[src/hdl/dtc_pkg.sv]
// Shared types and constants for the decimal text to centimetres parser.
`default_nettype none
package dtc_pkg;

	localparam int MAG_W = 53;
	localparam int CM_W = 54;
	localparam int MAX_TEXT_DEF = 32;
	localparam logic [MAG_W-1:0] MAX_MAG_RESET = {MAG_W{1'b1}};

	localparam logic [7:0] CHAR_ZERO = 8'h30;
	localparam logic [7:0] CHAR_NINE = 8'h39;
	localparam logic [7:0] CHAR_DOT = 8'h2E;
	localparam logic [7:0] CHAR_MINUS = 8'h2D;
	localparam logic [1:0] FRAC_PLACES = 2'd2;

	typedef enum logic [1:0] {
		PH_START = 2'd0,
		PH_INT = 2'd1,
		PH_FRAC = 2'd2
	} phase_t;

	typedef struct packed {
		logic [7:0] char_code;
		logic is_last;
	} chr_req_t;

	typedef struct packed {
		logic signed [CM_W-1:0] centimetres;
		logic valid_res;
	} res_req_t;

	// snapshot of a finished text, handed to the scaling stage
	typedef struct packed {
		logic [MAG_W-1:0] mag;
		logic neg;
		logic [1:0] frac_cnt;
		logic err;
	} fin_t;

endpackage
`default_nettype wire

[src/hdl/decimal_text_to_centimetres.sv]
// Top level: decimal metre text parser giving signed centimetres.
// Throughput: one character per cycle; only a stalled result can hold off input.
// The last character's request passes the input register, the character stage and the
// scaling stage into the result register before res_valid rises; a stalled result can hold it.
// Reset clears the parse state and pipeline valids and loads the limit with 2^53-1.
// No clearing pass; the block takes characters right after reset.
`default_nettype none
module decimal_text_to_centimetres #(
	parameter int MAX_TEXT = dtc_pkg::MAX_TEXT_DEF
) (
	input wire logic clk,
	input wire logic arst_n,
	input wire logic chr_valid,
	output logic chr_ready,
	input wire dtc_pkg::chr_req_t chr,
	output logic res_valid,
	input wire logic res_ready,
	output dtc_pkg::res_req_t res,
	input wire logic cfg_valid,
	output logic cfg_ready,
	input wire logic [dtc_pkg::MAG_W-1:0] cfg_data
);
	import dtc_pkg::*;

	localparam int CNT_W = $clog2(MAX_TEXT + 2);
	localparam logic [CNT_W-1:0] CNT_MAX = CNT_W'(MAX_TEXT);

	logic [MAG_W-1:0] max_mag_q;

	// pipeline control
	logic v_s1, v_s2, res_v_q;
	logic s1_go, s2_go;
	chr_req_t chr_s1;
	fin_t fin_s2;
	res_req_t res_q;

	// parse state
	phase_t phase_q, phase_nx;
	logic [MAG_W-1:0] acc_q, acc_nx;
	logic neg_q, neg_nx;
	logic has_int_q, has_int_nx;
	logic fdz_q, fdz_nx;
	logic [1:0] fcnt_q, fcnt_nx;
	logic lfz_q, lfz_nx;
	logic [CNT_W-1:0] cnt_q, cnt_nx;
	logic err_q, err_nx;

	logic is_digit;
	logic [3:0] dig;
	logic do_push;
	logic [MAG_W+3:0] prod;
	logic prod_ovf;
	logic fin_bad;
	fin_t fin_nx;

	assign cfg_ready = 1'b1;

	always_ff @(posedge clk or negedge arst_n) begin
		if (!arst_n) begin
			max_mag_q <= MAX_MAG_RESET;
		end else if (cfg_valid) begin
			max_mag_q <= cfg_data;
		end
	end

	assign s2_go = v_s2 && (!res_v_q || res_ready);
	assign s1_go = v_s1 && (!chr_s1.is_last || !v_s2 || s2_go);
	assign chr_ready = !v_s1 || s1_go;

	always_ff @(posedge clk or negedge arst_n) begin
		if (!arst_n) begin
			v_s1 <= 1'b0;
			v_s2 <= 1'b0;
			res_v_q <= 1'b0;
		end else begin
			if (chr_valid && chr_ready) begin
				v_s1 <= 1'b1;
			end else if (s1_go) begin
				v_s1 <= 1'b0;
			end
			if (s1_go && chr_s1.is_last) begin
				v_s2 <= 1'b1;
			end else if (s2_go) begin
				v_s2 <= 1'b0;
			end
			if (s2_go) begin
				res_v_q <= 1'b1;
			end else if (res_ready) begin
				res_v_q <= 1'b0;
			end
		end
	end

	always_ff @(posedge clk) begin
		if (chr_valid && chr_ready) begin
			chr_s1 <= chr;
		end
		if (s1_go && chr_s1.is_last) begin
			fin_s2 <= fin_nx;
		end
	end

	// character decode and digit step
	assign is_digit = (chr_s1.char_code >= CHAR_ZERO) && (chr_s1.char_code <= CHAR_NINE);
	assign dig = is_digit ? 4'(chr_s1.char_code - CHAR_ZERO) : 4'd0;
	assign prod = {1'b0, acc_q, 3'b000} + {3'b000, acc_q, 1'b0} + (MAG_W+4)'(dig);
	assign prod_ovf = prod > (MAG_W+4)'(max_mag_q);

	// next parse state
	always_comb begin
		phase_nx = phase_q;
		acc_nx = acc_q;
		neg_nx = neg_q;
		has_int_nx = has_int_q;
		fdz_nx = fdz_q;
		fcnt_nx = fcnt_q;
		lfz_nx = lfz_q;
		do_push = 1'b0;
		cnt_nx = (cnt_q <= CNT_MAX) ? cnt_q + 1'b1 : cnt_q;
		err_nx = err_q || (cnt_nx > CNT_MAX);
		if (!err_nx) begin
			unique case (phase_q)
				PH_START, PH_INT: begin
					if (is_digit) begin
						if (has_int_q && fdz_q) begin
							err_nx = 1'b1;
						end else begin
							if (!has_int_q) begin
								fdz_nx = (dig == 4'd0);
							end
							has_int_nx = 1'b1;
							phase_nx = PH_INT;
							do_push = 1'b1;
						end
					end else if (phase_q == PH_START && chr_s1.char_code == CHAR_MINUS) begin
						neg_nx = 1'b1;
						phase_nx = PH_INT;
					end else if (phase_q == PH_INT && chr_s1.char_code == CHAR_DOT
							&& has_int_q) begin
						phase_nx = PH_FRAC;
					end else begin
						err_nx = 1'b1;
					end
				end
				PH_FRAC: begin
					if (!is_digit || fcnt_q >= FRAC_PLACES) begin
						err_nx = 1'b1;
					end else begin
						fcnt_nx = fcnt_q + 2'd1;
						lfz_nx = (dig == 4'd0);
						do_push = 1'b1;
					end
				end
				default: begin
					err_nx = 1'b1;
				end
			endcase
		end
		if (do_push) begin
			if (prod_ovf) begin
				err_nx = 1'b1;
			end else begin
				acc_nx = prod[MAG_W-1:0];
			end
		end
	end

	// end-of-text grammar checks on the state after the last character
	always_comb begin
		unique case (phase_nx)
			PH_INT: fin_bad = !has_int_nx;
			PH_FRAC: fin_bad = (fcnt_nx == 2'd0) || lfz_nx;
			default: fin_bad = 1'b1;
		endcase
		fin_nx.mag = acc_nx;
		fin_nx.neg = neg_nx;
		fin_nx.frac_cnt = fcnt_nx;
		fin_nx.err = err_nx || fin_bad;
	end

	always_ff @(posedge clk or negedge arst_n) begin
		if (!arst_n) begin
			phase_q <= PH_START;
			acc_q <= '0;
			neg_q <= 1'b0;
			has_int_q <= 1'b0;
			fdz_q <= 1'b0;
			fcnt_q <= '0;
			lfz_q <= 1'b0;
			cnt_q <= '0;
			err_q <= 1'b0;
		end else if (s1_go) begin
			if (chr_s1.is_last) begin
				phase_q <= PH_START;
				acc_q <= '0;
				neg_q <= 1'b0;
				has_int_q <= 1'b0;
				fdz_q <= 1'b0;
				fcnt_q <= '0;
				lfz_q <= 1'b0;
				cnt_q <= '0;
				err_q <= 1'b0;
			end else begin
				phase_q <= phase_nx;
				acc_q <= acc_nx;
				neg_q <= neg_nx;
				has_int_q <= has_int_nx;
				fdz_q <= fdz_nx;
				fcnt_q <= fcnt_nx;
				lfz_q <= lfz_nx;
				cnt_q <= cnt_nx;
				err_q <= err_nx;
			end
		end
	end

	// pad missing fraction places; acc*100 covers both padding steps since it bounds acc*10
	logic [MAG_W+6:0] m10, m100, scaled;
	logic ok;
	logic [CM_W-1:0] mag_cm;
	res_req_t res_nx;

	assign m10 = {4'b0, fin_s2.mag, 3'b000} + {6'b0, fin_s2.mag, 1'b0};
	assign m100 = {1'b0, fin_s2.mag, 6'b0} + {2'b0, fin_s2.mag, 5'b0}
		+ {5'b0, fin_s2.mag, 2'b0};

	always_comb begin
		unique case (fin_s2.frac_cnt)
			2'd0: scaled = m100;
			2'd1: scaled = m10;
			default: scaled = (MAG_W+7)'(fin_s2.mag);
		endcase
		ok = !fin_s2.err && (scaled <= (MAG_W+7)'(max_mag_q));
		mag_cm = scaled[CM_W-1:0];
		res_nx.valid_res = ok;
		if (!ok) begin
			res_nx.centimetres = '0;
		end else if (fin_s2.neg) begin
			res_nx.centimetres = CM_W'(0) - mag_cm;
		end else begin
			res_nx.centimetres = mag_cm;
		end
	end

	always_ff @(posedge clk) begin
		if (s2_go) begin
			res_q <= res_nx;
		end
	end

	assign res_valid = res_v_q;
	assign res = res_q;

endmodule
`default_nettype wire

[config.mk]
export PLATFORM = sky130hd
export DESIGN_NAME = decimal_text_to_centimetres
export DESIGN_NICKNAME = d
export VERILOG_FILES = /design/src/hdl/dtc_pkg.sv /design/src/hdl/decimal_text_to_centimetres.sv
export SDC_FILE = /design/constraint.sdc
export NUM_CORES = 1
export LEC_CHECK = 0
export BUFFER_PORTS_ARGS = -buffer_cell sky130_fd_sc_hd__buf_2
export CORE_MARGIN = 2
export CORE_UTILIZATION = 64
export DETAILED_ROUTE_END_ITERATION = 8
export PLACE_DENSITY = 0.8
export SYNTH_ARGS = -nofsm -noshare
export SYNTH_HDL_FRONTEND = slang
export SYNTH_SLANG_ARGS = --single-unit
[constraint.sdc]
create_clock -name clk -period 9 [get_ports clk]
set_clock_uncertainty 0.15 [all_clocks]
set_input_delay 0.45 -clock clk [delete_from_list [all_inputs] [get_ports clk]]
set_output_delay 0.45 -clock clk [all_outputs]
set_load 0.02 [all_outputs]
==> out/qor.txt <==
WORST SETUP PATH
--------------------------------------------------------------------------------
WP data arrival ...................................................      8.58 ns
Cell at the slowest stage of the critical path .................... sky130_fd_sc_hd__buf_4
Critical Path Max Stage Delay .....................................      0.61 ns
Worst path required time ..........................................      9.17 ns
Most numerous cell on the critical path ........................... sky130_fd_sc_hd__o21ai_0
Startpoint type of the worst setup path ...........................         flop
Sort of element at the end of the critical path ...................         flop
Worst-path fanout max .............................................           45
Setup Crit Path Kind ..............................................   reg -> reg

TIMING
--------------------------------------------------------------------------------
Minimum period implied by the final worst setup slack .............      8.41 ns
Period utilisation layout .........................................        0.934
Final setup TNS ...................................................         0 ns
Setup repair after global routing missed its margin ...............           no
Setup slack after layout ..........................................     0.590 ns
Worst Max-Slew Pin Slew ...........................................      1.12 ns
Max Clock Freq ....................................................      119 MHz
Count of final hold-check violations ..............................            0
Worst rel slew slack ..............................................        0.239
Count of pins over their slew limit ...............................            0
Count of final setup violators ....................................            0

YOSYS
--------------------------------------------------------------------------------
Number of warnings issued by yosys ................................            0
Xor and xnor fraction of the mapped netlist area ..................       0.0461
Synthesis-stage register bit count ................................          245
Most used standard cells in the synthesized netlist ............... sky130_fd_sc_hd__ha_1, sky130_fd_sc_hd__nand2_1, sky130_fd_sc_hd__a21oi_1, sky130_fd_sc_hd__o21ai_0, sky130_fd_sc_hd__nor2_1
Share of cell area taken by muxes after synthesis .................       0.0350
Area share of and/or/nand/nor cells after synthesis ...............        0.169
Main combinational cell family by area after synthesis ............ compound AO/OA/AOI/OAI gates
Top cells by area, synth .......................................... sky130_fd_sc_hd__ha_1, sky130_fd_sc_hd__edfxtp_1, sky130_fd_sc_hd__dfrtp_1
Number of synthesized flops with an enable pin ....................          121
Adder and majority cell fraction of the synthesized area ..........        0.195
Mean area per synthesized cell ....................................   8.82 sq um
Cell type contributing the most total cell area after synthesis ... sky130_fd_sc_hd__ha_1
Async set-or-reset flop fraction in the synthesized netlist .......        0.506
Complex-gate fraction of the synthesized area .....................        0.254
Most frequently used flop master after synthesis .................. sky130_fd_sc_hd__edfxtp_1
Part of the Yosys area used for sequential elements ...............        0.259
Post-Synthesis Cell Area ..........................................  26200 sq um
Fraction of synthesized cell area taken by the top area cell type .        0.155
Cell with the most instances after synthesis ...................... sky130_fd_sc_hd__ha_1
Number of cells produced by synthesis .............................         2976
Number of unique standard cell types used by synthesis ............          105
Mapped Nets .......................................................         3421

ROUTE
--------------------------------------------------------------------------------
Average wire per cell in the routed design ........................      24.0 um
Amount of wire on met2 after detailed routing .....................     38400 um
Total met3 wirelength after detailed routing ......................      8670 um
Total wire length .................................................     87000 um
Number of iterations in the first detailed-routing pass ...........            6
Uppermost signal routing layer after detailed routing .............         met4
Drt initial violations ............................................         2922
WL met1 ...........................................................     36400 um
Number of remaining DRC errors ....................................            0
Post-DRT Antenna Nets .............................................            0
Detail-routed via count per cell ..................................         7.03
Via count of the routed design ....................................        25500

LAYOUT
--------------------------------------------------------------------------------
Share of cells above drive strength 1 .............................        0.117
Post-layout net count .............................................         3515
Layout-stage area growth over the synthesis result ................        8.95%
Combined area of the multi-input logic cells ......................  18400 sq um
Storage cell area .................................................   6800 sq um
Post-layout util ..................................................        0.704
Fill cells ........................................................         3170
Non-Filler Instances ..............................................         3624

CTS
--------------------------------------------------------------------------------
Clock root buffer ................................................. sky130_fd_sc_hd__clkbuf_16
Insertion delay to the later sink of the worst-skew pair ..........      0.58 ns
CTS resizes .......................................................            0
Sinks on Clock Net ................................................          245
CTS clock-pin slew for the worst setup and hold paths .............      0.06 ns
Number of H-tree branching levels .................................            1
Bufs on Longest Clock Path ........................................            3
Clock tree from TritonCTS .........................................         done
CTS Buf Count .....................................................           27

PLACEMENT
--------------------------------------------------------------------------------
Placed Cells incl. Taps ...........................................         3513
Number of buffer cells added on primary ports .....................          123
Global placement routability congestion ...........................        0.952
HPWL after detailed placement .....................................     65600 um
Setup slack after placement .......................................     0.791 ns

HOLD PATH
--------------------------------------------------------------------------------
Worst hold-check path type ........................................    in -> reg

FLOORPLAN
--------------------------------------------------------------------------------
Die span in x .....................................................       207 um
Die extent in y ...................................................       207 um
# IOs .............................................................          125
Effective utilization at floorplan ................................        0.646
Placeable core region .............................................  40600 sq um
Number of standard-cell rows in the floorplan .....................           74
Die Footprint .....................................................  42600 sq um

PWR
--------------------------------------------------------------------------------
Leakage ...........................................................      13.1 nW
Pwr per Cell Area .................................................  130 nW/um^2
Worst VDD drop ....................................................     0.132 mV

GRT
--------------------------------------------------------------------------------
Remaining global-route overflow ...................................            0
GRT Resource Usage Total ..........................................        0.405
Pin count of the biggest net entering global routing ..............          106
Via count of the first global-routing pass ........................        24100
Number of antenna violations at the first check in global routing .            0
Global-route wire length before repair ............................    134000 um

JOB
--------------------------------------------------------------------------------
Max-cap violations ................................................            0

STATUS
--------------------------------------------------------------------------------
Run status ........................................................ finished clean

==> per-stage QoR <==
| stage | instance area [sq um] | power, mW | hold slack [ns] |
|---|---|---|---|
| 2_1_floorplan | 26200 | 2.14 | 0.00441 |
| 4_1_cts | 28600 | 3.65 | 0.00323 |
| 3_5_place_dp | 27100 | 2.49 | 0.370 |
| 6_report | 28600 | 3.71 | 0.00691 |
| 5_1_grt | 28600 | 3.85 | 0.0133 |
| 3_3_place_gp | 27100 | 2.46 | 0.354 |
==> power breakdown <==
part           leakage (nW)  switching, mW  internal, mW  total, mW
sequential             2.70         0.0566          1.25       1.31
clock                 0.435          0.503         0.653       1.16
combinational          9.95          0.802         0.444       1.25
total                  13.1           1.36          2.35       3.71
==> final timing paths <==
check,cells after the start,endpoint,startpoint,slack (ns)
worst min register to register,1,fdz_q$_DFFE_PN0P_,fdz_q$_DFFE_PN0P_,0.38
worst max register to register,30,fin_s2[23]$_DFFE_PP_,chr_s1[2]$_DFFE_PP_,0.59
max in group asynchronous,3,acc_q[51]$_DFFE_PN0P_,arst_n,6.97
worst max-delay path,30,fin_s2[23]$_DFFE_PP_,chr_s1[2]$_DFFE_PP_,0.59
min in group asynchronous,2,acc_q[7]$_DFFE_PN0P_,arst_n,0.31
worst min-delay path,3,max_mag_q[25]$_DFFE_PN1P_,cfg_data[25],0.007
==> routing by layer <==
metal	GRT usage	vias up
li1	-	11500
met1	0.571	12300
met2	0.626	1425
met3	0.0664	240
met4	0.151	0
met5	0	-
==> sequential cells by signal (all words and copies together), names as in the netlist, 2 cells and up <==
name and count:
acc_q 53, chr_s1 9, cnt_q 6, fcnt_q 2, fin_s2 57, max_mag_q 53, phase_q 2, res 55
==> kinds of logic after synthesis <==
logic type | Yosys count
AO/OA/AOI/OAI | 991
AND/OR/NAND/NOR | 878
adder cells (fa/ha/maj) | 378
buffers and inverters | 260
flip-flops | 245
XOR/XNOR | 138
multiplexers | 85
other | 1
==> timing repair <==
action / CTS / global route
hold endpoints to repair: 87 / 0
hold buffers: 60 / 0
buffers inserted: 0 / 0
==> cell type report <==
type,instances,share of cell area
antenna,1,0.0000875
clock buffer,34,0.0249
clock inverter,16,0.00634
inverter,120,0.0158
multi-input combinational,2471,0.643
sequential,245,0.238
tap,532,0.0233
timing repair buffer,205,0.0484
==> layout by cell type (no fill, tap or decap), drive strengths merged, types with 70 or more instances in the layout <==
cell and count:
buf 145, dfrtp 71, nand4 81, xnor2 70, a21o 127, inv 125, nor2 194, edfxtp 121
a21oi 234, o21ai 223, ha 325, nand2 263
==> worst max-delay path, delay by kind of cell (launching register included) <==
family / cells / cell delay, ns
AOI/OAI and AO/OA: 15 / 3.23
xor gates and xnor gates: 1 / 0.16
adders and majority gates: 3 / 1.12
buffers and inverters: 2 / 0.68
DFF: 1 / 0.45
muxes: 1 / 0.43
and+or+nand+nor: 8 / 1.90
No activity file was read; power rests on OpenSTA's default activity.
